$ cat config.mk
export PLATFORM = sky130hd
export DESIGN_NAME = artc_cell
export DESIGN_NICKNAME = d
export VERILOG_FILES = /design/src/sv/artc_pkg.sv /design/src/sv/artc_cell.sv
export SDC_FILE = /design/constraint.sdc
export NUM_CORES = 1
export LEC_CHECK = 0
export BUFFER_PORTS_ARGS = -buffer_cell sky130_fd_sc_hd__buf_4
export CORE_MARGIN = 4
export CORE_UTILIZATION = 48
export DETAILED_ROUTE_END_ITERATION = 6
export GPL_TIMING_DRIVEN = 0
export PLACE_DENSITY = 0.8
export SLEW_MARGIN = 20
export SYNTH_ARGS = -nofsm -noshare
export SYNTH_HDL_FRONTEND = slang
export SYNTH_SLANG_ARGS = --single-unit
export TNS_END_PERCENT = 100
$ cat constraint.sdc
create_clock -name aclk -period 2.5 [get_ports aclk]
set_input_delay 0.125 -clock aclk [delete_from_list [all_inputs] [get_ports aclk]]
set_output_delay 0.125 -clock aclk [all_outputs]
set_load 0.1 [all_outputs]
$ cat src/sv/artc_pkg.sv
package artc_pkg;

    localparam int MAX_RULES = 64;
    localparam int IDX_W     = $clog2(MAX_RULES);
    localparam int CNT_W     = $clog2(MAX_RULES + 1);

    typedef enum logic [1:0] {
        OP_CHECK = 2'd0,
        OP_ADD   = 2'd1,
        OP_DEL   = 2'd2,
        OP_CLEAR = 2'd3
    } opcode_t;

    typedef enum logic [1:0] {
        KIND_EXACT   = 2'd0,
        KIND_NETWORK = 2'd1,
        KIND_COUNTRY = 2'd2,
        KIND_ASN     = 2'd3
    } kind_t;

    typedef enum logic [1:0] {
        STAT_OK       = 2'd0,
        STAT_FULL     = 2'd1,
        STAT_NOTFOUND = 2'd2
    } status_t;

    typedef enum logic [1:0] {
        ST_IDLE,
        ST_EVAL,
        ST_REDUCE,
        ST_OUT
    } state_t;

    localparam logic [2:0] TARGET_SYSTEM = 3'd0;

    typedef struct packed {
        logic [31:0] ident;
        kind_t       kind;
        logic [2:0]  target;
        logic        allow;
        logic        enabled;
        logic [31:0] address;
        logic [31:0] mask;
        logic [15:0] country;
        logic [31:0] asn;
    } rule_t;

    typedef struct packed {
        logic [31:0] ident;
        logic [2:0]  target;
        logic [31:0] ip;
        logic [15:0] ctry_fold;
        logic        ctry_ok;
        logic [31:0] asn;
    } req_t;

    typedef struct packed {
        logic deny_hit;
        logic allow_any;
        logic allow_hit;
    } flags_t;

    typedef struct packed {
        logic eval_en;
        logic wr_en;
        logic kill_en;
        logic clear;
    } cell_ctl_t;

    function automatic logic [7:0] fold_byte(input logic [7:0] b);
        logic [7:0] r;
        r = b;
        if (b >= 8'h41 && b <= 8'h5A) begin
            r = b + 8'h20;
        end
        return r;
    endfunction

    function automatic logic [15:0] fold_code(input logic [15:0] c);
        return {fold_byte(c[15:8]), fold_byte(c[7:0])};
    endfunction

endpackage

$ cat src/sv/artc_cell.sv
module artc_cell (
    input  logic               aclk,
    input  logic               aresetn,
    input  artc_pkg::cell_ctl_t ctl,
    input  artc_pkg::rule_t    wr_rule,
    input  artc_pkg::req_t     req,
    input  logic               found_in,
    output logic               found_out,
    output artc_pkg::flags_t   flags
);
    import artc_pkg::*;

    logic   live_reg;
    rule_t  rule_reg;
    flags_t flags_reg;
    flags_t flags_next;
    logic   del_hit_reg;
    logic   del_hit_next;
    logic   en;
    logic   hit;

    always_comb begin
        en = live_reg && rule_reg.enabled &&
             (rule_reg.target == req.target || rule_reg.target == TARGET_SYSTEM);
        case (rule_reg.kind)
            KIND_EXACT:   hit = (req.ip == rule_reg.address);
            KIND_NETWORK: hit = ((req.ip & rule_reg.mask) ==
                                 (rule_reg.address & rule_reg.mask));
            KIND_COUNTRY: hit = req.ctry_ok && (fold_code(rule_reg.country) == req.ctry_fold);
            default:      hit = (req.asn != 32'd0) && (rule_reg.asn == req.asn);
        endcase
        flags_next.allow_any = en && rule_reg.allow;
        flags_next.allow_hit = en && rule_reg.allow && hit;
        flags_next.deny_hit  = en && !rule_reg.allow && hit;
        del_hit_next         = live_reg && (rule_reg.ident == req.ident);
    end

    always_ff @(posedge aclk) begin
        if (!aresetn) begin
            live_reg <= 1'b0;
        end else if (ctl.clear) begin
            live_reg <= 1'b0;
        end else if (ctl.wr_en) begin
            live_reg <= 1'b1;
        end else if (ctl.kill_en && del_hit_reg && !found_in) begin
            live_reg <= 1'b0;
        end
    end

    always_ff @(posedge aclk) begin
        if (ctl.wr_en) begin
            rule_reg <= wr_rule;
        end
        if (ctl.eval_en) begin
            flags_reg   <= flags_next;
            del_hit_reg <= del_hit_next;
        end
    end

    // highest matching cell wins a delete
    assign found_out = found_in | del_hit_reg;
    assign flags     = flags_reg;

endmodule

==> results of run 1 <==
==> critical path, delay by kind of cell (launching register included) <==
family | cells | cell delay, ns
AO/OA/AOI/OAI | 3 | 0.72
AND/OR/NAND/NOR | 2 | 0.70
flip-flops | 1 | 0.40
XOR/XNOR | 1 | 0.19
==> synth_stat cells, drive strengths merged, types with 4 or more instances <==
cell / count / area share, %
xnor2: 42 / 5.7
inv: 6 / 0.35
xor2: 69 / 9.3
nor4: 31 / 3.0
a21oi: 7 / 0.54
edfxtp: 155 / 72
nand2: 6 / 0.35
nor2: 7 / 0.40
a22oi: 6 / 0.69
a22o: 4 / 0.54
a221oi: 5 / 0.87
nor3: 5 / 0.38
nand3: 7 / 0.54
nand4: 17 / 1.6
==> per-layer routing <==
layer	global-route usage [%]	vias to the layer above	part of all wire (%)
met4	16.76	0	5.2
met1	30.12	2617	35
li1	-	2463	-
met2	49.27	327	51
met5	0	-	0
met3	8.877	79	8.0
==> final timing paths <==
kind / from / end / slack (ns)
max: rule_reg[81] / flags[0] / 0.33
min: ctl[2] / rule_reg[30] / 0.16
max reg2reg: rule_reg[81] / flags[0] / 0.33
min reg2reg: rule_reg[113] / flags[1] / 0.63
==> cell usage in the layout, fill, tap and decap left out, types with 2 or more instances in the layout <==
cell type,instances
nand2_1,6
nor2_1,7
clkbuf_1,2
clkinv_1,3
nand4_1,17
nor4_1,31
buf_4,276
o22ai_1,2
nand3b_1,2
a22oi_1,6
bufinv_16,3
clkinvlp_4,2
a31oi_1,3
dlygate4sd3_1,154
nor3_1,5
o2bb2ai_1,2
clkbuf_16,17
clkinv_2,2
a22o_1,4
a221oi_1,3
a21oi_1,7
inv_1,6
a221oi_2,2
mux2i_1,2
diode_2,3
nand3_1,7
ha_1,2
xor2_1,69
nor3b_1,3
nand4b_1,3
xnor2_1,42
edfxtp_1,155
==> power groups by stage <==
| stage | combinational [mW] | sequential, mW | clock [mW] |
|---|---|---|---|
| floorplan | 0.277 | 3.25 | 0 |
| global placement | 0.737 | 3.26 | 0 |
| detailed placement | 0.765 | 3.27 | 0 |
| CTS | 0.970 | 3.21 | 2.51 |
| global route | 1.08 | 3.24 | 2.65 |
| finish | 1.02 | 3.22 | 2.52 |
==> cell type report <==
class / count / area share [%]
flip-flops and latches: 156 / 42.71
repair buffers: 432 / 33.40
multi-input cells: 236 / 16.50
clock buffers: 19 / 3.955
well taps: 176 / 2.012
clock inverters: 10 / 1.155
inverters: 6 / 0.2058
diodes: 3 / 0.06859
==> cell families (layout without fill, tap and decap cells) <==
logic type | after synthesis | count (layout) | synth area share (%)
DFF | 156 | 156 | 71.89
AOI/OAI and AO/OA | 35 | 35 | 4.195
and+or+nand+nor | 86 | 86 | 7.928
buffers and inverters | 6 | 467 | 0.3463
adders and majority gates | 2 | 2 | 0.3848
muxes | 2 | 2 | 0.3079
other | 0 | 3 | 0
xor gates and xnor gates | 111 | 111 | 14.95
==> impl_metrics.py, run 1 <==
metrics = {
    "global_route": {
        "grt_overflow": 0,
        "grt_pass1_wl_um": 33510,
        "antenna_found_initial": 3,
        "grt_usage_pct": 28.34,
        "grt_pass1_vias": 6240,
        "grt_max_degree": 83,
    },
    "logic_synthesis": {
        "synth_edf_count": 155,
        "ys.flop_type": "edfxtp_1",
        "syn_area_per_cell_um2": 16.34,
        "synthArstFlopShare_pct": 0,
        "netlist_area_um2": 6502,
        "ys_seq_area_share_pct": 71.89,
        "syn_inst": 398,
        "ys_warn_count": 0,
        "ys_ff_latch": 156,
        "syn_nets": 674,
        "ys_types": 35,
    },
    "worst_setup_path": {
        "cpMaxStageDelayCell": "or4_4",
        "r2r_cells": 6,
        "crit_arrival_ns": 2.43,
        "worstPathCellList": "xor2_1, a22o_1, a221oi_1, nand3_1, or4_4, a31oi_1",
        "critical_path_class": "reg -> reg",
        "cp_max_fo": 2,
        "startpoint_type": "register",
        "end_kind": "register",
        "critPathRequiredTime_ns": 2.76,
        "max_stage_delay_ns": 0.52,
    },
    "sta": {
        "post-route-min-period_ns": 2.171,
        "hold_ws_ns": 0.1634,
        "fin_crit_sh_pct": 86.85,
        "fin_tns_setup_ns": 0,
        "fin_skew_ns": 0.01282,
        "grt_setup_unrepaired": "false",
        "tightest_slew_ns": 0.6091,
        "hold_violations": 0,
        "drv_slew": 0,
        "worst_slack_ns": 0.3287,
        "fmax_mhz": 460.6,
        "relSlewSlack_pct": 59.02,
        "setup_viol": 0,
    },
    "clocking": {
        "cts.repair.resized": 0,
        "clockBufferDepth": 2,
        "cts.htree.levels": 4,
        "cts_root_buf": "clkbuf_16",
        "cts_setup_buffers": 0,
        "hold_buffers": 154,
        "cts.sinks": 156,
        "cts_buffers": 17,
        "clock_latency_ns": 0.43,
        "cts.reportedPaths.clkPinSlew_ns": 0.06,
        "cts_tree": "yes",
    },
    "min_path": {
        "holdPathStages": 1,
        "hp-class": "in -> reg",
    },
    "floorplan": {
        "fp.dieH_um": 124.4,
        "start_util_pct": 49.10,
        "die-area_um2": 15470,
        "coreArea_um2": 13240,
        "io_pins": 278,
        "num_rows": 42,
        "fp.dieW_um": 124.4,
    },
    "run_status": {
        "status": "finished, final reports clean",
    },
    "route": {
        "drt_first_iter_violations": 418,
        "drt-pass1-iter-count": 4,
        "vias_per_cell": 5.285,
        "drc": 0,
        "wl_per_cell_um": 21.19,
        "vias": 5486,
        "drt-total-wl_um": 22000,
        "ant_nets": 0,
    },
    "final_layout": {
        "final_layout_size_suffix_gt1_share_pct": 35.86,
        "fill_cells": 641,
        "syn2layout_area_growth_pct": 68.33,
        "regArea_um2": 4674,
        "multi_input_area_um2": 1805,
        "nets": 1125,
        "fin_area_um2": 10950,
        "fin_cells": 1038,
        "largest_reg_flops": 151,
        "final_util_pct": 82.65,
    },
    "power": {
        "netSwitchingFraction_pct": 22.24,
        "p_per_area_nw_per_um2": 617.9,
        "p_comb_share_pct": 15.0,
        "peakVddDrop_v": 0.0004859,
        "p_switching_mw": 1.504,
        "p_int_mw": 5.259,
        "power.leakage_nw": 4.371,
        "power.share.sequential_pct": 47.7,
        "clockPowerShare_pct": 37.3,
        "fin_total_pwr_mw": 6.763,
    },
    "placement": {
        "port_buffers": 277,
        "dpl_cell_area_um2": 8837,
        "dp_hpwl_um": 12840,
        "gp_congestion": 0.8900,
        "place_inst": 852,
        "preCtsSetupSlack_ns": 0.4680,
    },
    "flow_run": {
        "drv_cap": 0,
    },
}
No activity file was read; power rests on OpenSTA's default activity.
==> inputs of run 2 (changes only) <==
CORE_ASPECT_RATIO = 0.5   (was default)
==> impl_metrics.py, run 2 (synthesis gave the netlist of run 1 again) <==
metrics = {
    "run_status": {
        "status": "finished, final reports clean",
    },
    "clocking": {
        "cts.reportedPaths.clkPinSlew_ns": 0.07,
        "clock_latency_ns": 0.43,
        "cts_tree": "yes",
        "cts_root_buf": "clkbuf_16",
        "cts.repair.resized": 0,
        "cts_buffers": 17,
        "cts.sinks": 156,
        "cts.htree.levels": 4,
        "clockBufferDepth": 2,
    },
    "global_route": {
        "grt_pass1_vias": 6088,
        "grt_usage_pct": 28.54,
        "grt_overflow": 0,
        "antenna_found_initial": 4,
        "grt_max_degree": 109,
        "grt_pass1_wl_um": 34010,
    },
    "final_layout": {
        "largest_reg_flops": 151,
        "final_layout_size_suffix_gt1_share_pct": 36.54,
        "nets": 1125,
        "mostFrequentLayoutCells": "buf_4 (276), edfxtp_1 (155), dlygate4sd3_1 (154)",
        "syn2layout_area_growth_pct": 68.31,
        "final_common_cell": "buf_4",
    },
    "worst_setup_path": {
        "crit_arrival_ns": 2.57,
        "cp_max_fo": 4,
        "startpoint_type": "register",
        "critical_path_class": "reg -> reg",
        "critPathRequiredTime_ns": 2.75,
        "end_kind": "register",
    },
    "sta": {
        "drv_slew": 0,
        "grt_setup_unrepaired": "false",
        "tightest_slew_ns": 0.6190,
        "fmax_mhz": 430.0,
        "worst_slack_ns": 0.1745,
        "post-route-min-period_ns": 2.325,
        "fin_tns_setup_ns": 0,
        "fin_crit_sh_pct": 93.02,
        "hold_violations": 0,
        "relSlewSlack_pct": 58.35,
        "fin_skew_ns": 0.01208,
        "setup_viol": 0,
    },
    "route": {
        "wl_per_cell_um": 22.13,
        "drt_first_iter_violations": 556,
        "vias": 5629,
        "ant_nets": 0,
        "drc": 0,
        "vias_per_cell": 5.433,
        "wl_met3_um": 1761,
        "top_layer": "met4",
        "drt-total-wl_um": 22930,
        "drt-pass1-iter-count": 4,
        "met1Wirelength_um": 7985,
        "met2_length_um": 12060,
    },
    "floorplan": {
        "fp.dieH_um": 90.30,
        "io_pins": 278,
        "num_rows": 29,
        "fp.dieW_um": 172.6,
        "die-area_um2": 15590,
        "coreArea_um2": 12950,
        "start_util_pct": 50.20,
    },
    "power": {
        "p_switching_mw": 1.718,
        "power.leakage_nw": 4.375,
        "power.share.sequential_pct": 47.9,
        "peakVddDrop_v": 0.0004249,
        "fin_total_pwr_mw": 6.747,
        "clockPowerShare_pct": 37.0,
        "p_per_area_nw_per_um2": 616.5,
        "netSwitchingFraction_pct": 25.46,
        "p_int_mw": 5.029,
        "p_comb_share_pct": 15.1,
    },
    "placement": {
        "gp_congestion": 0.8617,
        "dp_hpwl_um": 12910,
        "port_buffers": 277,
        "preCtsSetupSlack_ns": 0.3713,
    },
    "min_path": {
        "hp-class": "in -> reg",
    },
    "flow_run": {
        "drv_cap": 0,
    },
}
-- run 2: cell types whose count changed in the layout (fill, tap and decap cells not counted), sizes merged --
| cell | before | now |
|---|---|---|
| clkinv | 5 | 8 |
| clkbuf | 19 | 17 |
| inv | 6 | 11 |
| bufinv | 3 | 0 |
| diode | 3 | 4 |
-- run 2: layout make-up --
cell class	instances	area, um2
Antenna cell	4	10.01
Clock buffer	17	425.4
Clock inverter	15	137.6
Fill cell	580	2009
Inverter	6	22.52
Multi-Input combinational cell	236	1805
Sequential cell	156	4674
Tap cell	170	212.7
Timing Repair Buffer	432	3656
-- run 2: metal layers --
metal | vias to the layer above | track usage (%)
met5 | - | 0
met2 | 343 | 51.44
met1 | 2718 | 31.16
met3 | 90 | 7.779
met4 | 0 | 14.81
li1 | 2478 | -
-- run 2: power groups by stage --
stage / combinational [mW] / clock, mW / sequential [mW]
finish: 1.02 / 2.50 / 3.23
global route: 1.08 / 2.63 / 3.24
CTS: 0.972 / 2.46 / 3.21
detailed placement: 0.764 / 0 / 3.26
global placement: 0.738 / 0 / 3.25
floorplan: 0.277 / 0 / 3.25
-- run 2: path summary, 6_finish.rpt --
check	startpoint	endpoint	slack [ns]	cells past startpoint
setup / recovery	rule_reg[37]	flags[0]	0.17	7
hold / removal	ctl[2]	rule_reg[7]	0.10	1
setup reg to reg	rule_reg[37]	flags[0]	0.17	7
hold reg to reg	rule_reg[129]	del_hit_reg	0.71	3
-- run 2: repair_timing --
| item | 4_1_cts | 5_1_grt |
|---|---|---|
| setup buffers | 0 | 0 |
| hold endpoints to repair | 156 | 0 |
| hold buffers | 154 | 0 |
-- run 2: critical path, stage by stage (launching register included) --
cell      delay (ns)
edfxtp_1        0.46
ha_1            0.33
inv_1           0.11
nor3_1          0.06
nor4_1          0.42
nand4_1         0.16
a2111o_1        0.40
a31oi_1         0.22
-- run 2: metrics by stage --
step                util (%)  instances  instance area [um2]  hold WS (ns)
detailed placement     68.16        846                 8830        0.2905
floorplan                  -        398                 6502        0.2011
finish                 84.49       1036                10940        0.1013
CTS                    84.41       1032                10930        0.1030
global placement       67.89        845                 8795        0.2945
global route           84.49       1036                10940        0.1059
==> inputs of run 3 (changes only) <==
CORE_MARGIN = default   (was 4)
CORE_UTILIZATION = 51   (was 48)
PLACE_DENSITY = 0.85   (was 0.8)
SKIP_CTS_REPAIR_TIMING = 1   (was default)
clock period = 2.7 ns   (was 2.5 ns; I/O delays follow)
==> impl_metrics.py, run 3 (synthesis gave the netlist of run 1 again) <==
metrics = {
    "run_status": {
        "status": "finished, final reports clean",
    },
    "sta": {
        "fin_tns_setup_ns": 0,
        "fin_skew_ns": 0.01018,
        "tightest_slew_ns": 0.6121,
        "setup_viol": 0,
        "hold_violations": 0,
        "hold_ws_ns": 0.1568,
        "relSlewSlack_pct": 58.81,
        "fmax_mhz": 423.5,
        "grt_setup_unrepaired": "false",
        "post-route-min-period_ns": 2.361,
        "fin_crit_sh_pct": 87.45,
        "drv_slew": 0,
    },
    "placement": {
        "dpl_cell_area_um2": 8823,
        "dp_hpwl_um": 12340,
        "gp_congestion": 0.8591,
        "port_buffers": 277,
    },
    "floorplan": {
        "num_rows": 28,
        "coreArea_um2": 12120,
        "fp.dieH_um": 81.85,
        "io_pins": 278,
        "start_util_pct": 53.64,
        "die-area_um2": 13230,
        "fp.dieW_um": 161.7,
    },
    "global_route": {
        "grt_pass1_wl_um": 23580,
        "grt_overflow": 0,
        "antenna_found_initial": 1,
        "grt_pass1_vias": 4747,
        "grt_usage_pct": 24.59,
        "grt_max_degree": 96,
    },
    "worst_setup_path": {
        "worstPathCellList": "xor2_1, a22o_1, a221oi_1, nand3_1, or4_4, a31oi_1",
        "cpMaxStageDelayCell": "or4_4",
        "max_stage_delay_ns": 0.55,
        "crit_arrival_ns": 2.62,
        "startpoint_type": "register",
        "critPathRequiredTime_ns": 2.96,
        "cp_max_fo": 2,
        "rrSetupSlack_ns": 0.34,
        "critical_path_class": "reg -> reg",
        "end_kind": "register",
    },
    "min_path": {
        "hp-class": "in -> reg",
    },
    "route": {
        "top_layer": "met4",
        "drt-pass1-iter-count": 5,
        "met2_length_um": 12960,
        "drt_first_iter_violations": 629,
        "vias_per_cell": 5.818,
        "ant_nets": 0,
        "wl_per_cell_um": 24.57,
        "met1Wirelength_um": 8616,
        "wl_met3_um": 2120,
        "drc": 0,
        "drt-total-wl_um": 25260,
        "vias": 5981,
    },
    "clocking": {
        "cts_tree": "yes",
        "clock_latency_ns": 0.42,
        "cts.reportedPaths.clkPinSlew_ns": 0.08,
        "cts.sinks": 156,
        "cts_root_buf": "clkbuf_16",
        "clockBufferDepth": 2,
        "cts.htree.levels": 4,
        "cts_buffers": 17,
    },
    "power": {
        "peakVddDrop_v": 0.0004302,
        "power.leakage_nw": 4.397,
        "p_per_area_nw_per_um2": 593.8,
    },
    "final_layout": {
        "syn2layout_area_growth_pct": 68.67,
        "final_common_cell": "buf_4",
        "final_layout_size_suffix_gt1_share_pct": 36.54,
        "mostFrequentLayoutCells": "buf_4 (276), edfxtp_1 (155), dlygate4sd3_1 (154)",
        "largest_reg_flops": 151,
        "fin_area_um2": 10970,
        "nets": 1125,
    },
    "flow_run": {
        "drv_cap": 0,
    },
}
-- run 3: cell types whose count changed in the layout (fill, tap and decap cells not counted), sizes merged --
cell and change:
diode -3, clkinvlp -1, bufinv +2, inv +4, clkinv -5
-- run 3: power breakdown --
group	switching (mW)	internal, mW	total [mW]
clock	1.12	1.40	2.52
combinational	0.422	0.566	0.988
sequential	0.126	2.88	3.00
-- run 3: final cells by class --
type	count	area [um2]
Clock buffer	17	425.4
Fill cell	391	1154
Inverter	6	22.52
Clock inverter	15	175.2
Sequential cell	156	4674
Timing Repair Buffer	432	3656
Tap cell	165	206.4
Multi-Input combinational cell	236	1805
Antenna cell	1	2.502
-- run 3: metrics by stage --
stage / setup slack [ns] / utilization (%) / instances / total power [mW]
finish: 0.3390 / 90.48 / 1028 / 6.512
floorplan: 0.8835 / - / 398 / 3.266
global route: 0.3310 / 90.48 / 1028 / 6.641
detailed placement: 0.6447 / 72.79 / 841 / 3.730
CTS: 0.6227 / 77.75 / 873 / 6.150
global placement: 0.6756 / 72.50 / 840 / 3.694
-- run 3: worst paths after layout --
path,from,to,cells after the start
max,rule_reg[81],flags[0],6
min,ctl[2],rule_reg[51],1
max reg2reg,rule_reg[81],flags[0],6
min reg2reg,live_reg,flags[2],2
-- run 3: metal layers --
| layer | track usage [%] | vias to the layer above |
|---|---|---|
| met5 | 0 | - |
| met4 | 13.21 | 0 |
| met3 | 6.162 | 140 |
| met2 | 45.39 | 502 |
| met1 | 26.88 | 2872 |
| li1 | - | 2467 |
-- run 3: worst max-delay path: cells and delay by family (launching register included) --
kind	cells	cell delay (ns)
AO/OA/AOI/OAI	3	0.80
AND/OR/NAND/NOR	2	0.76
flip-flops	1	0.42
XOR/XNOR	1	0.22
